<file path="src/hw/rtl/aes_pkg.sv">
// ----------------------------------------------------------------------------
// AES package
// Shared types, codes and byte-level functions for the AES-128 mode engine.
// ----------------------------------------------------------------------------
`default_nettype none

package aes_pkg;

  localparam int unsigned NumRounds = 10;
  localparam int unsigned RndW      = 4;

  typedef enum logic [1:0] {
    REQ_ENC  = 2'd0,
    REQ_DEC  = 2'd1,
    REQ_LOAD = 2'd2,
    REQ_NONE = 2'd3
  } req_e;

  typedef enum logic [1:0] {
    MODE_ECB = 2'd0,
    MODE_CBC = 2'd1,
    MODE_CTR = 2'd2,
    MODE_RSV = 2'd3
  } mode_e;

  typedef enum logic [1:0] {
    CFG_KEY_HIGH = 2'd0,
    CFG_KEY_LOW  = 2'd1,
    CFG_MODE     = 2'd2,
    CFG_NONE     = 2'd3
  } cfg_e;

  typedef struct packed {
    logic [1:0]  req_type;
    logic [63:0] block_high;
    logic [63:0] block_low;
  } in_t;

  typedef struct packed {
    logic [63:0] result_high;
    logic [63:0] result_low;
  } out_t;

  // Controller to datapath
  typedef struct packed {
    logic            load;      // capture the input block
    logic            key_start; // restart the key schedule (cipher key, or final key on decrypt)
    logic            key_step;  // advance the key schedule one round
    logic            init_add;  // apply the first round-key addition
    logic            round;     // run one cipher round
    logic            last;      // this round is the final one (the first on decrypt)
    logic            decrypt;   // inverse direction
    logic            finish;    // form the result and update the chain value
  } dp_cmd_t;

  localparam logic [7:0] SBOX [256] = '{
    8'h63,8'h7c,8'h77,8'h7b,8'hf2,8'h6b,8'h6f,8'hc5,8'h30,8'h01,8'h67,8'h2b,8'hfe,8'hd7,8'hab,8'h76,
    8'hca,8'h82,8'hc9,8'h7d,8'hfa,8'h59,8'h47,8'hf0,8'had,8'hd4,8'ha2,8'haf,8'h9c,8'ha4,8'h72,8'hc0,
    8'hb7,8'hfd,8'h93,8'h26,8'h36,8'h3f,8'hf7,8'hcc,8'h34,8'ha5,8'he5,8'hf1,8'h71,8'hd8,8'h31,8'h15,
    8'h04,8'hc7,8'h23,8'hc3,8'h18,8'h96,8'h05,8'h9a,8'h07,8'h12,8'h80,8'he2,8'heb,8'h27,8'hb2,8'h75,
    8'h09,8'h83,8'h2c,8'h1a,8'h1b,8'h6e,8'h5a,8'ha0,8'h52,8'h3b,8'hd6,8'hb3,8'h29,8'he3,8'h2f,8'h84,
    8'h53,8'hd1,8'h00,8'hed,8'h20,8'hfc,8'hb1,8'h5b,8'h6a,8'hcb,8'hbe,8'h39,8'h4a,8'h4c,8'h58,8'hcf,
    8'hd0,8'hef,8'haa,8'hfb,8'h43,8'h4d,8'h33,8'h85,8'h45,8'hf9,8'h02,8'h7f,8'h50,8'h3c,8'h9f,8'ha8,
    8'h51,8'ha3,8'h40,8'h8f,8'h92,8'h9d,8'h38,8'hf5,8'hbc,8'hb6,8'hda,8'h21,8'h10,8'hff,8'hf3,8'hd2,
    8'hcd,8'h0c,8'h13,8'hec,8'h5f,8'h97,8'h44,8'h17,8'hc4,8'ha7,8'h7e,8'h3d,8'h64,8'h5d,8'h19,8'h73,
    8'h60,8'h81,8'h4f,8'hdc,8'h22,8'h2a,8'h90,8'h88,8'h46,8'hee,8'hb8,8'h14,8'hde,8'h5e,8'h0b,8'hdb,
    8'he0,8'h32,8'h3a,8'h0a,8'h49,8'h06,8'h24,8'h5c,8'hc2,8'hd3,8'hac,8'h62,8'h91,8'h95,8'he4,8'h79,
    8'he7,8'hc8,8'h37,8'h6d,8'h8d,8'hd5,8'h4e,8'ha9,8'h6c,8'h56,8'hf4,8'hea,8'h65,8'h7a,8'hae,8'h08,
    8'hba,8'h78,8'h25,8'h2e,8'h1c,8'ha6,8'hb4,8'hc6,8'he8,8'hdd,8'h74,8'h1f,8'h4b,8'hbd,8'h8b,8'h8a,
    8'h70,8'h3e,8'hb5,8'h66,8'h48,8'h03,8'hf6,8'h0e,8'h61,8'h35,8'h57,8'hb9,8'h86,8'hc1,8'h1d,8'h9e,
    8'he1,8'hf8,8'h98,8'h11,8'h69,8'hd9,8'h8e,8'h94,8'h9b,8'h1e,8'h87,8'he9,8'hce,8'h55,8'h28,8'hdf,
    8'h8c,8'ha1,8'h89,8'h0d,8'hbf,8'he6,8'h42,8'h68,8'h41,8'h99,8'h2d,8'h0f,8'hb0,8'h54,8'hbb,8'h16
  };

  localparam logic [7:0] INV_SBOX [256] = '{
    8'h52,8'h09,8'h6a,8'hd5,8'h30,8'h36,8'ha5,8'h38,8'hbf,8'h40,8'ha3,8'h9e,8'h81,8'hf3,8'hd7,8'hfb,
    8'h7c,8'he3,8'h39,8'h82,8'h9b,8'h2f,8'hff,8'h87,8'h34,8'h8e,8'h43,8'h44,8'hc4,8'hde,8'he9,8'hcb,
    8'h54,8'h7b,8'h94,8'h32,8'ha6,8'hc2,8'h23,8'h3d,8'hee,8'h4c,8'h95,8'h0b,8'h42,8'hfa,8'hc3,8'h4e,
    8'h08,8'h2e,8'ha1,8'h66,8'h28,8'hd9,8'h24,8'hb2,8'h76,8'h5b,8'ha2,8'h49,8'h6d,8'h8b,8'hd1,8'h25,
    8'h72,8'hf8,8'hf6,8'h64,8'h86,8'h68,8'h98,8'h16,8'hd4,8'ha4,8'h5c,8'hcc,8'h5d,8'h65,8'hb6,8'h92,
    8'h6c,8'h70,8'h48,8'h50,8'hfd,8'hed,8'hb9,8'hda,8'h5e,8'h15,8'h46,8'h57,8'ha7,8'h8d,8'h9d,8'h84,
    8'h90,8'hd8,8'hab,8'h00,8'h8c,8'hbc,8'hd3,8'h0a,8'hf7,8'he4,8'h58,8'h05,8'hb8,8'hb3,8'h45,8'h06,
    8'hd0,8'h2c,8'h1e,8'h8f,8'hca,8'h3f,8'h0f,8'h02,8'hc1,8'haf,8'hbd,8'h03,8'h01,8'h13,8'h8a,8'h6b,
    8'h3a,8'h91,8'h11,8'h41,8'h4f,8'h67,8'hdc,8'hea,8'h97,8'hf2,8'hcf,8'hce,8'hf0,8'hb4,8'he6,8'h73,
    8'h96,8'hac,8'h74,8'h22,8'he7,8'had,8'h35,8'h85,8'he2,8'hf9,8'h37,8'he8,8'h1c,8'h75,8'hdf,8'h6e,
    8'h47,8'hf1,8'h1a,8'h71,8'h1d,8'h29,8'hc5,8'h89,8'h6f,8'hb7,8'h62,8'h0e,8'haa,8'h18,8'hbe,8'h1b,
    8'hfc,8'h56,8'h3e,8'h4b,8'hc6,8'hd2,8'h79,8'h20,8'h9a,8'hdb,8'hc0,8'hfe,8'h78,8'hcd,8'h5a,8'hf4,
    8'h1f,8'hdd,8'ha8,8'h33,8'h88,8'h07,8'hc7,8'h31,8'hb1,8'h12,8'h10,8'h59,8'h27,8'h80,8'hec,8'h5f,
    8'h60,8'h51,8'h7f,8'ha9,8'h19,8'hb5,8'h4a,8'h0d,8'h2d,8'he5,8'h7a,8'h9f,8'h93,8'hc9,8'h9c,8'hef,
    8'ha0,8'he0,8'h3b,8'h4d,8'hae,8'h2a,8'hf5,8'hb0,8'hc8,8'heb,8'hbb,8'h3c,8'h83,8'h53,8'h99,8'h61,
    8'h17,8'h2b,8'h04,8'h7e,8'hba,8'h77,8'hd6,8'h26,8'he1,8'h69,8'h14,8'h63,8'h55,8'h21,8'h0c,8'h7d
  };

  // Multiply by x in GF(2^8)
  function automatic logic [7:0] xtime(input logic [7:0] x);
    xtime = {x[6:0], 1'b0} ^ (x[7] ? 8'h1b : 8'h00);
  endfunction

  // Byte i of a state, byte 0 at the top
  function automatic logic [7:0] st_byte(input logic [127:0] s, input int unsigned i);
    st_byte = s[127-8*i -: 8];
  endfunction

endpackage

`default_nettype wire

</file>
<file path="src/hw/rtl/aes_keysched.sv">
// ----------------------------------------------------------------------------
// AES key schedule
// Steps the round key forward (encrypt) or backward (decrypt), one round per
// cycle while step_i is set, starting from the cipher key or the stored final round key.
// ----------------------------------------------------------------------------
`default_nettype none

module aes_keysched
  import aes_pkg::*;
(
  input  wire logic         clk_i,
  input  wire logic         rst_ni,
  input  wire logic [127:0] key_i,
  input  wire logic         key_new_i,   // cipher key changed
  input  wire logic         start_i,
  input  wire logic         step_i,
  input  wire logic         decrypt_i,
  output logic      [127:0] rkey_o,
  output logic              busy_o       // final key being computed
);

  logic [127:0] rk_q, rk_d;
  logic [127:0] last_q, last_d;
  logic [7:0]   rc_q, rc_d;
  logic [RndW-1:0] cnt_q, cnt_d;
  logic         prep_q, prep_d;
  logic [127:0] fwd, bwd, prep_next;
  logic [7:0]   rc_fwd_prep;

  // Forward expansion of one round key
  function automatic logic [127:0] next_key(input logic [127:0] k, input logic [7:0] rc);
    logic [31:0] w0, w1, w2, w3, t;
    w0 = k[127:96]; w1 = k[95:64]; w2 = k[63:32]; w3 = k[31:0];
    t  = {SBOX[w3[23:16]] ^ rc, SBOX[w3[15:8]], SBOX[w3[7:0]], SBOX[w3[31:24]]};
    w0 = w0 ^ t; w1 = w1 ^ w0; w2 = w2 ^ w1; w3 = w3 ^ w2;
    next_key = {w0, w1, w2, w3};
  endfunction

  // Backward step: recover the previous round key
  function automatic logic [127:0] prev_key(input logic [127:0] k, input logic [7:0] rc);
    logic [31:0] w0, w1, w2, w3, p3, t;
    w0 = k[127:96]; w1 = k[95:64]; w2 = k[63:32]; w3 = k[31:0];
    p3 = w3 ^ w2;
    t  = {SBOX[p3[23:16]] ^ rc, SBOX[p3[15:8]], SBOX[p3[7:0]], SBOX[p3[31:24]]};
    prev_key = {w0 ^ t, w1 ^ w0, w2 ^ w1, p3};
  endfunction

  function automatic logic [7:0] rc_back(input logic [7:0] rc);
    rc_back = rc[0] ? ((rc ^ 8'h1b) >> 1) | 8'h80 : rc >> 1;
  endfunction

  assign fwd = next_key(rk_q, rc_q);
  assign bwd = prev_key(rk_q, rc_q);
  assign prep_next = next_key(last_q, rc_fwd_prep);
  assign rc_fwd_prep = rc_q;
  assign rkey_o = rk_q;
  assign busy_o = prep_q;

  // Precompute the final round key after reset and every key change; else load or step
  always_comb begin
    rk_d   = rk_q;
    rc_d   = rc_q;
    last_d = last_q;
    cnt_d  = cnt_q;
    prep_d = prep_q;
    if (key_new_i) begin
      prep_d = 1'b1;
      last_d = key_i;
      rc_d   = 8'h01;
      cnt_d  = '0;
    end else if (prep_q) begin
      last_d = prep_next;
      rc_d   = xtime(rc_q);
      cnt_d  = cnt_q + 1'b1;
      if (cnt_q == RndW'(NumRounds - 1)) begin
        prep_d = 1'b0;
      end
    end else if (start_i) begin
      rk_d = decrypt_i ? last_q : key_i;
      rc_d = decrypt_i ? 8'h36 : 8'h01;
    end else if (step_i) begin
      rk_d = decrypt_i ? bwd : fwd;
      rc_d = decrypt_i ? rc_back(rc_q) : xtime(rc_q);
    end
  end

  always_ff @(posedge clk_i or negedge rst_ni) begin
    if (!rst_ni) begin
      prep_q <= 1'b1;
      cnt_q  <= '0;
      rc_q   <= 8'h01;
      last_q <= '0;
    end else begin
      prep_q <= prep_d;
      cnt_q  <= cnt_d;
      rc_q   <= rc_d;
      last_q <= last_d;
    end
  end

  always_ff @(posedge clk_i) begin
    rk_q <= rk_d;
  end

endmodule

`default_nettype wire

</file>
<file path="config.mk">
export PLATFORM = sky130hd
export DESIGN_NAME = aes_keysched
export DESIGN_NICKNAME = d
export VERILOG_FILES = /design/src/hw/rtl/aes_pkg.sv /design/src/hw/rtl/aes_keysched.sv
export SDC_FILE = /design/constraint.sdc
export NUM_CORES = 2
export LEC_CHECK = 0
export ABC_CLOCK_PERIOD_IN_PS = 12500
export BUFFER_PORTS_ARGS = -buffer_cell sky130_fd_sc_hd__clkbuf_2
export CAP_MARGIN = 5
export CORE_ASPECT_RATIO = 1.75
export CORE_UTILIZATION = 30
export CTS_CLUSTER_SIZE = 30
export DETAILED_ROUTE_END_ITERATION = 10
export GPL_TIMING_DRIVEN = 0
export PLACE_DENSITY_LB_ADDON = 0.05
export REMOVE_ABC_BUFFERS = 1
export SYNTH_ARGS = -nofsm -noshare
export SYNTH_HDL_FRONTEND = slang
export SYNTH_SLANG_ARGS = --single-unit
</file>
<file path="constraint.sdc">
create_clock -name clk_i -period 12.5 [get_ports clk_i]
set_clock_uncertainty 0.1 [all_clocks]
set_input_delay 0.625 -clock clk_i [delete_from_list [all_inputs] [get_ports clk_i]]
set_output_delay 0.625 -clock clk_i [all_outputs]
set_load 0.01 [all_outputs]
</file>
==> run_results.csv <==
group,metric,value,unit
drt,routedWlPerCell,32.7,um
synthesis,ys_async_sr_fraction,52.4,%
pwr,p_sw,7.04,mW
clock_network,htree_levels,2,
drt,vias,71400,
timing,finalSetupViolations,0,
grt,grt_use_total,32.6,%
synthesis,synth_cells,8377,
pwr,p_leak,24.0,nW
critical_path,cp-end-kind,"flop",
critical_path,cp_max_fo,38,
grt,grt_pass1_vias,67200,
synthesis,synth_edf_count,128,
clock_network,cts_tree,"done",
floorplanning,die_w,341,um
clock_network,ctsResizeCount,0,
hold_path,hp-class,"in -> reg",
synthesis,yosysWarnings,0,
place,port_buffers,262,
timing,relSlewSlack,-3.32,%
drt,routed_wl,346,mm
floorplanning,num_rows,217,
clock_network,cts_made_buffers,40,
synthesis,ys_seq_elements,269,
grt,grt_max_degree,116,
pwr,pwr-share-seq,16.0,%
clock_network,cts-root-buf,"clkbuf_16",
timing,slew_viol_final,8,
timing,rsz0062_at_grt,"false",
pwr,powerDensity,188,nW/um^2
grt,grt-ovfl-total,0,
cells_and_area,fin_cells,10600,
drt,drc,0,
critical_path,start_kind,"flop",
floorplanning,core,200000,um^2
cells_and_area,num-nets-final,8206,
cells_and_area,final_util,33.6,%
outcome,violations,"max-capacitance violations, max-slew violations",
synthesis,syn_area_per_cell,7.20,um^2
floorplanning,start_util,30.2,%
pwr,comb_power_share,74.5,%
grt,antenna_found_initial,18,
pwr,ir_drop,0.132,mV
place,place_inst,10500,
floorplanning,io_pins,263,
drt,initialDrtViolationCount,9335,
timing,hold_violations,0,
timing,fin_crit,6620,ps
cells_and_area,area_growth,11.4,%
drt,drtAntennaViolNets,0,
critical_path,path_class,"reg -> reg",
job,maxCapViolations,3,
clock_network,clk_pin_slew,60,ps
clock_network,cts_sinks,269,
clock_network,ctsLongestPathBuffers,3,
drt,dr.pass1.iters,6,
place,dp_hpwl,249,mm
grt,grt_pass1_wl,497,mm
outcome,status,"complete, but fails checks",
timing,worst_pin_slew,1540,ps
pwr,clock_power_share,9.5,%
floorplanning,die-area,203000,um^2
clock_network,clock_latency,660,ps
place,routabilityCongestion,0.980,
drt,via_per_inst,6.77,
cells_and_area,drive_gt1_share,13.2,%
synthesis,syn_area,60300,um^2
critical_path,cp.arrival,7020,ps
synthesis,synth_cell_types,121,
timing,whs,97.0,ps
critical_path,critPathRequiredTime,12910,ps
synthesis,yosysSeqAreaShare,12.2,%
synthesis,synth_ff_type,"dfrtp_1",
timing,post-route-period-util,52.9,%
timing,fmax,151,MHz
floorplanning,die_y,595,um
pwr,p_int,5.58,mW
pwr,sw_frac_of_total,55.8,%
worst paths after layout:
check | slack, ps | end | cells after the start | from
max reg2reg | 5880 | last_q[14] | 10 | last_q[1]
max in group asynchronous | 10710 | last_q[26] | 4 | rst_ni
min in group asynchronous | 300 | last_q[110] | 2 | rst_ni
min reg2reg | 460 | cnt_q[2] | 2 | cnt_q[2]
min | 100 | last_q[100] | 3 | key_i[100]
max | 5880 | last_q[14] | 10 | last_q[1]
sequential cells by signal, indices dropped and copies added, names as in the netlist:
register / flops
last_q: 128
rkey_o: 128
busy_o: 1
rc_fwd_prep: 8
cnt_q: 4
power by group through the flow:
stage,clock (mW),sequential (mW),combinational (mW)
global placement,0,2.40,8.76
CTS,1.23,2.01,9.19
finish,1.20,2.02,9.40
global route,1.25,2.08,10.0
detailed placement,0,2.02,9.14
floorplan,0,1.94,6.02
synthesized netlist by cell type, drive strengths merged (154+ instances only):
cell | count | area, um^2
a211oi | 202 | 1520
o21ai | 695 | 3480
nand2b | 180 | 1140
a31oi | 163 | 1030
xnor2 | 269 | 2460
nand3 | 276 | 1380
nand2 | 797 | 2990
o211ai | 154 | 1160
nor2b | 170 | 1060
buf | 451 | 2270
ha | 178 | 2230
clkbuf | 547 | 2060
a21oi | 581 | 2920
nor3 | 306 | 1540
mux4 | 224 | 5040
nor2 | 700 | 2630
routing by layer:
metal  part of all wire (%)  vias up  track usage (%)
met3                    7.3      983             4.49
met1                     37    35400             38.6
met5                  0.047        -                0
met2                     48     4148             56.0
met4                    7.1       24             18.6
li1                       -    30800                -
cells in the final DEF (no fill, tap or decap), types with 154 or more instances in the layout:
cell type,n
o21ai_0,650
a211oi_1,201
ha_1,178
mux4_2,224
nor2b_1,170
o211ai_1,154
clkbuf_2,258
nand2b_1,178
nor3_1,304
a21oi_1,578
xnor2_1,242
a31oi_1,162
nand3_1,276
nand2_1,794
nor2_1,696
worst max-delay path, stage by stage (launching register included):
cell and delay (ps):
dfrtp_2 950, clkinv_1 870, ha_1 930, mux2_2 490, a2111oi_0 1240, a311o_1 280
a311oi_2 310, xnor2_1 470, xor2_1 390, a21oi_1 120, o31a_1 300
stage by stage:
stage	area [um^2]	TNS [ps]	total power, mW	worst slack (ps)
3_3_place_gp	60600	-2594890	11.2	-17400
3_5_place_dp	65800	0	11.2	5600
6_report	67200	0	12.6	5880
4_1_cts	67100	0	12.4	5630
5_1_grt	67200	0	13.3	5880
2_1_floorplan	56000	0	7.96	1990
kinds of logic (layout without fill, tap and decap cells):
family,after synthesis,in the layout,synth area share [%]
fa+ha+maj,178,178,3.69
flops,269,269,12.2
buf+inv,1161,710,8.19
other cells,0,5,0
xor+xnor,437,437,7.01
simple gates,2896,2896,23.0
compound gates,3027,3027,34.3
mux,409,409,11.6
layout make-up:
class | count | area, um^2
Sequential cell | 269 | 7430
Fill cell | 21400 | 133000
Timing Repair Buffer | 473 | 5960
Multi-Input combinational cell | 6947 | 48600
Clock inverter | 18 | 153
Tap cell | 2628 | 3290
Clock buffer | 56 | 1130
Antenna cell | 5 | 12.5
Inverter | 163 | 634
what timing repair did:
| action | in CTS | in global routing |
|---|---|---|
| setup endpoints to repair | 0 | 0 |
| buffers inserted | 0 | 0 |
| hold buffers | 1 | 0 |
| endpoints found under the hold margin | 8 | 0 |
Note: power is estimated with default switching activity, not from simulation.
