<file path="src/hw/rtl/aes_pkg.sv">
// ----------------------------------------------------------------------------
// AES package
// Shared types, codes and byte-level functions for the AES-128 mode engine.
// ----------------------------------------------------------------------------
`default_nettype none

package aes_pkg;

  localparam int unsigned NumRounds = 10;
  localparam int unsigned RndW      = 4;

  typedef enum logic [1:0] {
    REQ_ENC  = 2'd0,
    REQ_DEC  = 2'd1,
    REQ_LOAD = 2'd2,
    REQ_NONE = 2'd3
  } req_e;

  typedef enum logic [1:0] {
    MODE_ECB = 2'd0,
    MODE_CBC = 2'd1,
    MODE_CTR = 2'd2,
    MODE_RSV = 2'd3
  } mode_e;

  typedef enum logic [1:0] {
    CFG_KEY_HIGH = 2'd0,
    CFG_KEY_LOW  = 2'd1,
    CFG_MODE     = 2'd2,
    CFG_NONE     = 2'd3
  } cfg_e;

  typedef struct packed {
    logic [1:0]  req_type;
    logic [63:0] block_high;
    logic [63:0] block_low;
  } in_t;

  typedef struct packed {
    logic [63:0] result_high;
    logic [63:0] result_low;
  } out_t;

  // Controller to datapath
  typedef struct packed {
    logic            load;      // capture the input block
    logic            key_start; // restart the key schedule (cipher key, or final key on decrypt)
    logic            key_step;  // advance the key schedule one round
    logic            init_add;  // apply the first round-key addition
    logic            round;     // run one cipher round
    logic            last;      // this round is the final one (the first on decrypt)
    logic            decrypt;   // inverse direction
    logic            finish;    // form the result and update the chain value
  } dp_cmd_t;

  localparam logic [7:0] SBOX [256] = '{
    8'h63,8'h7c,8'h77,8'h7b,8'hf2,8'h6b,8'h6f,8'hc5,8'h30,8'h01,8'h67,8'h2b,8'hfe,8'hd7,8'hab,8'h76,
    8'hca,8'h82,8'hc9,8'h7d,8'hfa,8'h59,8'h47,8'hf0,8'had,8'hd4,8'ha2,8'haf,8'h9c,8'ha4,8'h72,8'hc0,
    8'hb7,8'hfd,8'h93,8'h26,8'h36,8'h3f,8'hf7,8'hcc,8'h34,8'ha5,8'he5,8'hf1,8'h71,8'hd8,8'h31,8'h15,
    8'h04,8'hc7,8'h23,8'hc3,8'h18,8'h96,8'h05,8'h9a,8'h07,8'h12,8'h80,8'he2,8'heb,8'h27,8'hb2,8'h75,
    8'h09,8'h83,8'h2c,8'h1a,8'h1b,8'h6e,8'h5a,8'ha0,8'h52,8'h3b,8'hd6,8'hb3,8'h29,8'he3,8'h2f,8'h84,
    8'h53,8'hd1,8'h00,8'hed,8'h20,8'hfc,8'hb1,8'h5b,8'h6a,8'hcb,8'hbe,8'h39,8'h4a,8'h4c,8'h58,8'hcf,
    8'hd0,8'hef,8'haa,8'hfb,8'h43,8'h4d,8'h33,8'h85,8'h45,8'hf9,8'h02,8'h7f,8'h50,8'h3c,8'h9f,8'ha8,
    8'h51,8'ha3,8'h40,8'h8f,8'h92,8'h9d,8'h38,8'hf5,8'hbc,8'hb6,8'hda,8'h21,8'h10,8'hff,8'hf3,8'hd2,
    8'hcd,8'h0c,8'h13,8'hec,8'h5f,8'h97,8'h44,8'h17,8'hc4,8'ha7,8'h7e,8'h3d,8'h64,8'h5d,8'h19,8'h73,
    8'h60,8'h81,8'h4f,8'hdc,8'h22,8'h2a,8'h90,8'h88,8'h46,8'hee,8'hb8,8'h14,8'hde,8'h5e,8'h0b,8'hdb,
    8'he0,8'h32,8'h3a,8'h0a,8'h49,8'h06,8'h24,8'h5c,8'hc2,8'hd3,8'hac,8'h62,8'h91,8'h95,8'he4,8'h79,
    8'he7,8'hc8,8'h37,8'h6d,8'h8d,8'hd5,8'h4e,8'ha9,8'h6c,8'h56,8'hf4,8'hea,8'h65,8'h7a,8'hae,8'h08,
    8'hba,8'h78,8'h25,8'h2e,8'h1c,8'ha6,8'hb4,8'hc6,8'he8,8'hdd,8'h74,8'h1f,8'h4b,8'hbd,8'h8b,8'h8a,
    8'h70,8'h3e,8'hb5,8'h66,8'h48,8'h03,8'hf6,8'h0e,8'h61,8'h35,8'h57,8'hb9,8'h86,8'hc1,8'h1d,8'h9e,
    8'he1,8'hf8,8'h98,8'h11,8'h69,8'hd9,8'h8e,8'h94,8'h9b,8'h1e,8'h87,8'he9,8'hce,8'h55,8'h28,8'hdf,
    8'h8c,8'ha1,8'h89,8'h0d,8'hbf,8'he6,8'h42,8'h68,8'h41,8'h99,8'h2d,8'h0f,8'hb0,8'h54,8'hbb,8'h16
  };

  localparam logic [7:0] INV_SBOX [256] = '{
    8'h52,8'h09,8'h6a,8'hd5,8'h30,8'h36,8'ha5,8'h38,8'hbf,8'h40,8'ha3,8'h9e,8'h81,8'hf3,8'hd7,8'hfb,
    8'h7c,8'he3,8'h39,8'h82,8'h9b,8'h2f,8'hff,8'h87,8'h34,8'h8e,8'h43,8'h44,8'hc4,8'hde,8'he9,8'hcb,
    8'h54,8'h7b,8'h94,8'h32,8'ha6,8'hc2,8'h23,8'h3d,8'hee,8'h4c,8'h95,8'h0b,8'h42,8'hfa,8'hc3,8'h4e,
    8'h08,8'h2e,8'ha1,8'h66,8'h28,8'hd9,8'h24,8'hb2,8'h76,8'h5b,8'ha2,8'h49,8'h6d,8'h8b,8'hd1,8'h25,
    8'h72,8'hf8,8'hf6,8'h64,8'h86,8'h68,8'h98,8'h16,8'hd4,8'ha4,8'h5c,8'hcc,8'h5d,8'h65,8'hb6,8'h92,
    8'h6c,8'h70,8'h48,8'h50,8'hfd,8'hed,8'hb9,8'hda,8'h5e,8'h15,8'h46,8'h57,8'ha7,8'h8d,8'h9d,8'h84,
    8'h90,8'hd8,8'hab,8'h00,8'h8c,8'hbc,8'hd3,8'h0a,8'hf7,8'he4,8'h58,8'h05,8'hb8,8'hb3,8'h45,8'h06,
    8'hd0,8'h2c,8'h1e,8'h8f,8'hca,8'h3f,8'h0f,8'h02,8'hc1,8'haf,8'hbd,8'h03,8'h01,8'h13,8'h8a,8'h6b,
    8'h3a,8'h91,8'h11,8'h41,8'h4f,8'h67,8'hdc,8'hea,8'h97,8'hf2,8'hcf,8'hce,8'hf0,8'hb4,8'he6,8'h73,
    8'h96,8'hac,8'h74,8'h22,8'he7,8'had,8'h35,8'h85,8'he2,8'hf9,8'h37,8'he8,8'h1c,8'h75,8'hdf,8'h6e,
    8'h47,8'hf1,8'h1a,8'h71,8'h1d,8'h29,8'hc5,8'h89,8'h6f,8'hb7,8'h62,8'h0e,8'haa,8'h18,8'hbe,8'h1b,
    8'hfc,8'h56,8'h3e,8'h4b,8'hc6,8'hd2,8'h79,8'h20,8'h9a,8'hdb,8'hc0,8'hfe,8'h78,8'hcd,8'h5a,8'hf4,
    8'h1f,8'hdd,8'ha8,8'h33,8'h88,8'h07,8'hc7,8'h31,8'hb1,8'h12,8'h10,8'h59,8'h27,8'h80,8'hec,8'h5f,
    8'h60,8'h51,8'h7f,8'ha9,8'h19,8'hb5,8'h4a,8'h0d,8'h2d,8'he5,8'h7a,8'h9f,8'h93,8'hc9,8'h9c,8'hef,
    8'ha0,8'he0,8'h3b,8'h4d,8'hae,8'h2a,8'hf5,8'hb0,8'hc8,8'heb,8'hbb,8'h3c,8'h83,8'h53,8'h99,8'h61,
    8'h17,8'h2b,8'h04,8'h7e,8'hba,8'h77,8'hd6,8'h26,8'he1,8'h69,8'h14,8'h63,8'h55,8'h21,8'h0c,8'h7d
  };

  // Multiply by x in GF(2^8)
  function automatic logic [7:0] xtime(input logic [7:0] x);
    xtime = {x[6:0], 1'b0} ^ (x[7] ? 8'h1b : 8'h00);
  endfunction

  // Byte i of a state, byte 0 at the top
  function automatic logic [7:0] st_byte(input logic [127:0] s, input int unsigned i);
    st_byte = s[127-8*i -: 8];
  endfunction

endpackage

`default_nettype wire

</file>
<file path="src/hw/rtl/aes_ctrl.sv">
// ----------------------------------------------------------------------------
// AES controller
// Sequences key setup, initial addition, ten rounds and the result handshake.
// ----------------------------------------------------------------------------
`default_nettype none

module aes_ctrl
  import aes_pkg::*;
(
  input  wire logic       clk_i,
  input  wire logic       rst_ni,
  input  wire logic       in_valid_i,
  output logic            in_ready_o,
  input  wire logic [1:0] req_i,
  input  wire logic [1:0] mode_i,
  input  wire logic       key_busy_i,
  output logic            out_valid_o,
  input  wire logic       out_ready_i,
  output dp_cmd_t         cmd_o,
  output logic            ks_start_o,
  output logic            ks_step_o
);

  typedef enum logic [4:0] {
    ST_IDLE  = 5'b00001,
    ST_KEY   = 5'b00010,
    ST_INIT  = 5'b00100,
    ST_ROUND = 5'b01000,
    ST_DONE  = 5'b10000
  } state_e;

  state_e state_q, state_d;
  logic [RndW-1:0] rnd_q, rnd_d;
  logic dec_q, dec_d, ov_q, ov_d, fin;
  logic accept;

  // Ready while nothing is in flight, the key schedule is not busy and the last result can move on
  assign in_ready_o  = (state_q == ST_IDLE) && !key_busy_i && (!ov_q || out_ready_i);
  assign accept      = in_valid_i && in_ready_o;
  assign out_valid_o = ov_q;

  always_comb begin
    state_d = state_q;
    rnd_d   = rnd_q;
    dec_d   = dec_q;
    cmd_o   = '0;
    ks_start_o = 1'b0;
    ks_step_o  = 1'b0;
    fin     = 1'b0;
    cmd_o.decrypt = dec_q;
    case (state_q)
      ST_IDLE: begin
        if (accept) begin
          cmd_o.load = 1'b1;
          dec_d = (req_i == REQ_DEC) && (mode_i != MODE_CTR);
          ks_start_o = 1'b1;
          cmd_o.decrypt = dec_d;
          state_d = (req_i == REQ_ENC || req_i == REQ_DEC) ? ST_KEY : ST_DONE;
        end
      end
      ST_KEY: begin
        state_d = ST_INIT;
      end
      ST_INIT: begin
        cmd_o.init_add = 1'b1;
        ks_step_o = 1'b1;
        rnd_d = RndW'(1);
        state_d = ST_ROUND;
      end
      ST_ROUND: begin
        cmd_o.round = 1'b1;
        cmd_o.last  = dec_q ? (rnd_q == RndW'(1)) : (rnd_q == RndW'(NumRounds));
        ks_step_o = 1'b1;
        rnd_d = rnd_q + 1'b1;
        if (rnd_q == RndW'(NumRounds)) begin
          state_d = ST_DONE;
        end
      end
      ST_DONE: begin
        fin = 1'b1;
        state_d = ST_IDLE;
      end
      default: state_d = ST_IDLE;
    endcase
    cmd_o.finish = fin;
    cmd_o.key_start = ks_start_o;
    cmd_o.key_step  = ks_step_o;
    ov_d = fin ? 1'b1 : (out_ready_i ? 1'b0 : ov_q);
  end

  always_ff @(posedge clk_i or negedge rst_ni) begin
    if (!rst_ni) begin
      state_q <= ST_IDLE;
      rnd_q   <= '0;
      dec_q   <= 1'b0;
      ov_q    <= 1'b0;
    end else begin
      state_q <= state_d;
      rnd_q   <= rnd_d;
      dec_q   <= dec_d;
      ov_q    <= ov_d;
    end
  end

endmodule

`default_nettype wire

</file>
<file path="config.mk">
export PLATFORM = sky130hd
export DESIGN_NAME = aes_ctrl
export DESIGN_NICKNAME = d
export VERILOG_FILES = /design/src/hw/rtl/aes_pkg.sv /design/src/hw/rtl/aes_ctrl.sv
export SDC_FILE = /design/constraint.sdc
export NUM_CORES = 1
export LEC_CHECK = 0
export ABC_AREA = 1
export BUFFER_PORTS_ARGS = -buffer_cell sky130_fd_sc_hd__buf_2
export CORE_UTILIZATION = 49
export CTS_CLUSTER_DIAMETER = 200
export CTS_CLUSTER_SIZE = 25
export DETAILED_ROUTE_END_ITERATION = 6
export PLACE_DENSITY = 0.88
export SLEW_MARGIN = 10
export SYNTH_ARGS = -nofsm -noshare
export SYNTH_HDL_FRONTEND = slang
export SYNTH_SLANG_ARGS = --single-unit
</file>
<file path="constraint.sdc">
create_clock -name clk_i -period 1.7 [get_ports clk_i]
set_input_delay 0.34 -clock clk_i [delete_from_list [all_inputs] [get_ports clk_i]]
set_output_delay 0.34 -clock clk_i [all_outputs]
set_load 0.05 [all_outputs]
</file>
==> results of run 1 <==
## placed cells by master (no fill, tap or decap)
cell type       n
buf_4          19
nand2_1        16
inv_1          15
dfrtp_1         9
buf_2           9
inv_2           6
buf_6           6
nand2_2         5
nor2_4          5
nand3_1         4
nand4_1         3
o21ai_1         3
clkbuf_4        3
nor2_2          2
nor2_1          2
clkinvlp_4      2
nand3_2         2
o21ai_0         2
ha_1            2
buf_8           2
o21ai_4         1
or2_4           1
a21oi_4         1
nand3_4         1
a21oi_1         1
xnor2_1         1
xor2_1          1
ha_2            1
clkinv_2        1
dlygate4sd3_1   1
dfrtp_2         1
dfstp_2         1
## what timing repair did
| item | in CTS | in global routing |
|---|---|---|
| hold buffers | 1 | 0 |
| buffers inserted | 9 | 1 |
| setup endpoints to repair | 9 | 12 |
| hold endpoints to repair | 10 | 0 |
| gates resized for setup | 24 | 8 |
| pin swaps | 5 | 3 |
## stage by stage
step | setup TNS (ns) | util (%) | worst slack (ns) | cell area [um2]
finish | -1.194 | 82.43 | -0.1978 | 1086
detailed placement | 0 | 65.72 | 0.009175 | 865.8
CTS | -0.8803 | 79.68 | -0.1520 | 1050
global route | -1.646 | 82.43 | -0.2422 | 1086
floorplan | -0.3283 | - | -0.1084 | 758.2
global placement | 0 | 65.72 | 0.03117 | 865.8
## worst max-delay path: cells and delay by family, from the launching register on
family,cells,cell delay (ns)
buf+inv,2,0.21
simple gates,5,0.50
flops,1,0.57
## metal layers
metal | global-route usage [%] | vias to the layer above | wire, um
met5 | 0 | - | 0
met4 | 10.34 | 0 | 33
met3 | 5.114 | 6 | 89
met2 | 56.15 | 28 | 1171
met1 | 30.50 | 342 | 750
li1 | - | 347 | -
## final timing paths
check / startpoint / endpoint / slack (ns) / depth (start not counted)
max in group asynchronous: rst_ni / state_q[0] / 1.00 / 2
min in group asynchronous: rst_ni / state_q[2] / 0.44 / 2
worst min register to register: out_valid_o / out_valid_o / 0.55 / 2
worst max register to register: state_q[0] / dec_q / -0.13 / 10
worst min-delay path: out_ready_i / out_valid_o / 0.33 / 4
worst max-delay path: state_q[0] / cmd_o[1] / -0.20 / 7
## power by group
part,total (mW),switching (mW),internal (mW)
sequential,0.425,0.0771,0.348
clock,0.188,0.101,0.0875
combinational,1.14,0.707,0.437
## cell families after synthesis
logic type | count (synthesis) | share of synthesized area (%)
AND/OR/NAND/NOR | 41 | 28.62
buffers and inverters | 28 | 17.71
flip-flops | 11 | 39.54
AO/OA/AOI/OAI | 8 | 6.261
adder cells (fa/ha/maj) | 3 | 5.367
XOR/XNOR | 2 | 2.505
## state kept, by name, indices dropped and copies added (netlist names)
register / count
dec_q: 1
out_valid_o: 1
rnd_q: 4
state_q: 5
## cell type report
class                   instances  area (um2)
multi-input cells              54       372.9
repair buffers                 37       295.3
flip-flops and latches         11       277.8
fillers                        78       231.5
clock buffers                   3       22.52
well taps                      15       18.77
clock inverters                 1       5.005
inverters                      23       93.84
==> reports/metrics.csv, run 1 <==
metric,value,unit
crit_chain,inv_2 > nor2_4 > nand3_4 > nor2_4 > nand3_1 > nand2_2 > buf_8,
rows,13,
drc_errors,0,
num-nets-final,142,
cpPeakStageDelay,0.57,ns
min_path_type,input pin to flip-flop,
cts_tree,done,
drt_iter0_markers,38,
syn_area_per_cell,7.521,um2
clock_latency,0.28,ns
vias_per_cell,5.021,
critPathCaptureType,primary output,
grt_overflow,0,
clk_path_buf_depth,2,
path_class,flip-flop to primary output,
p_leak,0.5881,nW
crit_top_cell,nor2_4,
yosys.cell_types.count,20,
yosysWarnings,0,
worst_pin_slew,0.3282,ns
fp.dieH,39.78,um
areaGrowthSynthToFinish,55.28,%
vias,723,
syn_inst,93,
cts_made_buffers,3,
path_max_fanout,3,
setup_viol,10,
cts_max_level,1,
layout-drive-gt1-share,53.49,%
fin_crit_sh,111.6,%
synth.net_count,105,
status,"complete, but fails checks",
cpMaxStageDelayCell,dfstp_2,
die_w,39.78,um
n_antenna_cell,0,
post-dp-hpwl,1.093,mm
grt_pass1_vias,644,
seq_area_frac_synth,39.53,%
worstPathArrival,1.56,ns
ys_top_cells_by_count,"20 x inv_1, 18 x nand2_1, 10 x dfrtp_1",
vdd_drop_max,0.7461,mV
stdcell_count,144,
drtAntennaViolNets,0,
synthFlopType,dfrtp_1,
clk_pin_slew,0.08,ns
gp_congestion,0.7623,
syn_area,699.4,um2
synth_seq_cells,11,
drv_cap,0,
synth_area_leaders,"dfrtp_1 36%, inv_1 11%, nand2_1 9.7%",
whs,0.3304,ns
fmax,0.5269,GHz
drt_wl_total,2.044,mm
power.total,1.758,mW
drtPass1Iterations,4,
finalHoldViolCount,0,
start_util,53.09,%
routedWlPerCell,14.19,um
required,1.36,ns
worst_setup_path_start_kind,flip-flop,
io-pin-count,21,
synth_top_area_share,35.78,%
timing.slew.headroom,78.04,%
finalMaxSlewViolations,0,
port_buffers,20,
dp_cells,129,
skew,0.005286,ns
yosysTopAreaCell,dfrtp_1,
grt_max_degree,12,
gr-usage-all-layers,29.12,%
root_buffer,clkbuf_4,
synth_edf_count,0,
cts.sinks,11,
design.core.area,1318,um2
layout_setup_ws,-0.1978,ns
power_density,1619,nW/um2
rsz0062_at_grt,yes,
antenna_found_initial,0,
synthArstFlopShare,100.0,%
synthMostInstantiatedCell,inv_1,
die_area,1582,um2
violations,setup timing,
fin_crit,1.898,ns
grt_pass1_wl,2.863,mm
No activity file was read; power rests on OpenSTA's default activity.
==> run 2, diff against run 1 <==
CORE_MARGIN = 10   (was not set)
==> run 2 against run 1 <==
  * Design area grew 14%
  * Critical path depth is the same
  * Combinational power grew 38%
  * The run still ends with setup timing left
==> reports/metrics.csv, run 2 (synthesis gave the netlist of run 1 again) <==
metric,value,unit
status,"complete, but fails checks",
violations,setup timing,
finalHoldViolCount,0,
n_antenna_cell,0,
drt_iter0_markers,35,
port_buffers,20,
power_density,1797,nW/um2
die_w,57.78,um
r2r_cells,12,
critPathCaptureType,primary output,
dp_cells,129,
rsz0062_at_grt,yes,
min_path_type,input pin to flip-flop,
path_max_fanout,3,
top_register,state_q,
root_buffer,clkbuf_4,
fillers,49,
drc_errors,0,
whs,0.3703,ns
cts_tree,done,
fp.dieH,57.78,um
vdd_drop_max,1.175,mV
layout_commonest_cell,buf_4,
clk_path_buf_depth,2,
clk_pin_slew,0.10,ns
worst_setup_path_start_kind,flip-flop,
clock_latency,0.30,ns
required,1.36,ns
hold-path-cell-count,4,
vias,857,
timing.slew.headroom,82.42,%
layout_setup_ws,-0.2371,ns
path_class,flip-flop to primary output,
worstPathArrival,1.60,ns
stdcell_count,153,
drv_cap,0,
grt_overflow,0,
grt_pass1_wl,3.705,mm
cpPeakStageDelay,0.46,ns
skew,0.01784,ns
num-nets-final,151,
drtAntennaViolNets,0,
largest_reg_flops,5,
gp_congestion,0.7784,
final_cell_mix,"19 x buf_4, 15 x nand2_1, 13 x inv_1",
vias_per_cell,5.601,
post-dp-hpwl,1.344,mm
gr-usage-all-layers,13.95,%
antenna_found_initial,0,
power.total,2.219,mW
cts_made_buffers,3,
crit_chain,nor2_4 > buf_4 > nand3_4 > nor2_4 > nand3_2 > nand2_2 > buf_8,
fin_util,93.73,%
fin_crit,1.937,ns
die_area,3339,um2
fmax,0.5162,GHz
finalMaxSlewViolations,0,
layout-drive-gt1-share,60.14,%
worst_pin_slew,0.2634,ns
grt_pass1_vias,786,
setup_viol,12,
drtPass1Iterations,5,
cts_max_level,1,
crit_top_cell,nor2_4,
p_leak,0.6587,nW
cpMaxStageDelayCell,dfrtp_1,
multi_input_area,397.9,um2
cts.sinks,11,
areaGrowthSynthToFinish,76.56,%
drt_wl_total,3.493,mm
fin_crit_sh,113.9,%
ff_latch_area,277.8,um2
io-pin-count,21,
start_util,53.09,%
routedWlPerCell,22.83,um
rows,13,
largestRegisters,"state_q x5, rnd_q x4",
grt_max_degree,12,
design.core.area,1318,um2
==> run 2: cell count changes in the layout (fill, tap and decap cells not counted), sizes merged <==
cell | before | now
buf | 36 | 45
==> run 2: worst paths after layout <==
check / slack, ns / endpoint / startpoint
max: -0.24 / cmd_o[1] / state_q[3]
max in group asynchronous: 0.95 / state_q[0] / rst_ni
min in group asynchronous: 0.46 / state_q[4] / rst_ni
max reg2reg: -0.19 / dec_q / out_valid_o
min reg2reg: 0.62 / out_valid_o / out_valid_o
min: 0.37 / state_q[1] / req_i[1]
==> run 2: area by class of cell <==
type | count | area share, %
repair buffers | 46 | 33.94
clock buffers | 3 | 1.824
well taps | 15 | 1.520
multi-input cells | 54 | 32.22
clock inverters | 1 | 0.4053
flip-flops and latches | 11 | 22.49
inverters | 23 | 7.599
==> run 2: per-layer routing <==
layer  part of all wire, %  up-vias  GRT usage (%)
li1                      -      366              -
met1                    37      428          12.98
met2                    53       47          26.84
met3                   5.4       16          4.139
met4                   4.7        0          6.376
met5                     0        -              0
==> run 2: critical path, delay by kind of cell (launching register included) <==
family / cells / cell delay (ns)
DFF: 1 / 0.46
and+or+nand+nor: 5 / 0.54
buffers and inverters: 2 / 0.29
==> run 2: repair_timing <==
action / in CTS / in global routing
setup endpoints to repair: 10 / 12
resized for setup: 34 / 20
pin swaps: 8 / 6
setup buffers: 12 / 7
hold buffers: 1 / 0
hold endpoints to repair: 10 / 0
==> run 2: where the power goes <==
part	internal [mW]	leakage [nW]	switching [mW]
Clock	0.0876	0.0177	0.118
Combinational	0.666	0.496	0.908
Sequential	0.348	0.145	0.0917
==> run 2: metrics by stage <==
| stage | cell area [um2] | worst slack, ns | setup TNS, ns |
|---|---|---|---|
| after global routing | 1235 | -0.3080 | -2.612 |
| after floorplan | 758.2 | -0.1084 | -0.3283 |
| after global placement | 865.8 | 0.02487 | 0 |
| after CTS | 1106 | -0.1681 | -0.7935 |
| after detailed placement | 865.8 | -0.02224 | -0.02224 |
| final | 1235 | -0.2371 | -2.055 |
==> run 3, diff against run 2 <==
SKIP_LAST_GASP = 1   (was not set)
clock period = 1.8 ns   (was 1.7 ns; I/O delays follow)
==> run 3 against run 2 <==
  * The flow still finishes with violations (setup timing)
  * Clock-buffer cell count up 1
  * Largest cell class is now multi-input combinational cells
  * Critical path type unchanged
  * Sequential power down 8.9%
  * Total power down 28%
  * Via count down 23%
==> reports/metrics.csv, run 3 (synthesis gave the netlist of run 1 again) <==
metric,value,unit
largestRegisters,"state_q x5, rnd_q x4",
p_sw,0.8026,mW
cts_made_buffers,3,
grt_pass1_vias,696,
rows,13,
n_antenna_cell,0,
grt_pass1_wl,3.022,mm
timing.slew.headroom,81.99,%
layout_commonest_cell,inv_1,
required,1.44,ns
antenna_found_initial,0,
pwr-share-seq,25.1,%
finalHoldViolCount,0,
cts_tree,done,
finalMaxSlewViolations,0,
worst_pin_slew,0.2692,ns
layout_setup_ws,-0.1443,ns
place_area,819.5,um2
drtPass1Iterations,2,
fin_crit_sh,108.0,%
clk_path_buf_depth,2,
gr-usage-all-layers,11.47,%
fmax,0.5143,GHz
design.core.area,1318,um2
drv_cap,0,
place_ws,0.05350,ns
fillers,94,
gp_congestion,0.8236,
skew,0.009522,ns
critPathCaptureType,primary output,
layout-drive-gt1-share,52.46,%
die_w,57.78,um
clock_latency,0.29,ns
port_buffers,20,
io-pin-count,21,
drc_errors,0,
status,"complete, but fails checks",
grt_max_degree,12,
path_max_fanout,3,
drt_wl_total,2.032,mm
fin_crit,1.944,ns
worstPathArrival,1.58,ns
areaGrowthSynthToFinish,46.51,%
vdd_drop_max,0.7920,mV
drtAntennaViolNets,0,
worst_setup_path_start_kind,flip-flop,
start_util,53.09,%
grt_overflow,0,
fin_util,77.78,%
rsz0062_at_grt,yes,
violations,setup timing,
cts_max_level,1,
post-dp-hpwl,1.372,mm
whs,0.3617,ns
root_buffer,clkbuf_4,
final_cell_mix,"15 x inv_1, 14 x nand2_1, 12 x buf_4",
p_int,0.7973,mW
vias_per_cell,4.847,
p_leak,0.5590,nW
fin_area,1025,um2
vias,664,
routedWlPerCell,14.83,um
die_area,3339,um2
power_density,1561,nW/um2
fp.dieH,57.78,um
p_sw_share,50.17,%
largest_reg_flops,5,
setup_viol,6,
clk_pin_slew,0.08,ns
pwr-share-comb,63.6,%
min_path_type,input pin to flip-flop,
num-nets-final,135,
drt_iter0_markers,1,
clockPowerShare,11.3,%
path_class,flip-flop to primary output,
cts.sinks,11,
top_register,state_q,
[run 3: critical path, cell delays in order, from the launching register on]
cell and delay [ns]:
dfstp_2 0.56, inv_2 0.06, nor2_4 0.13, nand3_4 0.09, nor2_4 0.11, nand3_2 0.09
nand2_2 0.11, buf_8 0.15
[run 3: per-layer routing]
layer	GRT usage [%]	wire length [um]	up-vias
met4	5.034	61	0
met1	9.589	669	306
li1	-	-	334
met5	0	0	-
met3	5.447	129	8
met2	22.09	1172	16
[run 3: path summary, 6_finish.rpt]
path | from | to | slack, ns | cells after the start
setup / recovery | state_q[0] | cmd_o[1] | -0.14 | 7
hold / removal | out_ready_i | out_valid_o | 0.36 | 4
setup reg to reg | state_q[3] | dec_q | 0.44 | 7
hold reg to reg | out_valid_o | out_valid_o | 0.56 | 2
max in group asynchronous | rst_ni | state_q[0] | 1.08 | 2
min in group asynchronous | rst_ni | state_q[2] | 0.46 | 2
[run 3: final cells by class]
cell class	count	area [um2]	area share, %
Multi-Input combinational cell	54	380.4	37.12
Sequential cell	11	279.0	27.23
Timing Repair Buffer	30	230.2	22.47
Inverter	23	90.09	8.791
Clock buffer	4	26.28	2.564
Tap cell	15	18.77	1.832
[run 3: through the flow]
| stage | instances | power, mW | TNS, ns |
|---|---|---|---|
| detailed placement | 124 | 1.142 | 0 |
| finish | 137 | 1.600 | -0.6011 |
| floorplan | 93 | 1.033 | -0.03443 |
| CTS | 133 | 1.462 | -0.4611 |
| global placement | 124 | 1.109 | 0 |
| global route | 137 | 1.695 | -1.045 |
[run 3: power groups by stage]
stage	sequential, mW	combinational [mW]	clock [mW]
after floorplan	0.418	0.615	0
after global placement	0.389	0.720	0
after detailed placement	0.396	0.746	0
after CTS	0.393	0.888	0.181
after global routing	0.411	1.09	0.192
final	0.401	1.02	0.181
[run 3: what timing repair did]
action,CTS,global route
pin swaps,4,5
hold endpoints to repair,10,0
resized for setup,20,14
setup buffers,4,4
hold buffers,1,0
endpoints found under the setup margin,8,9
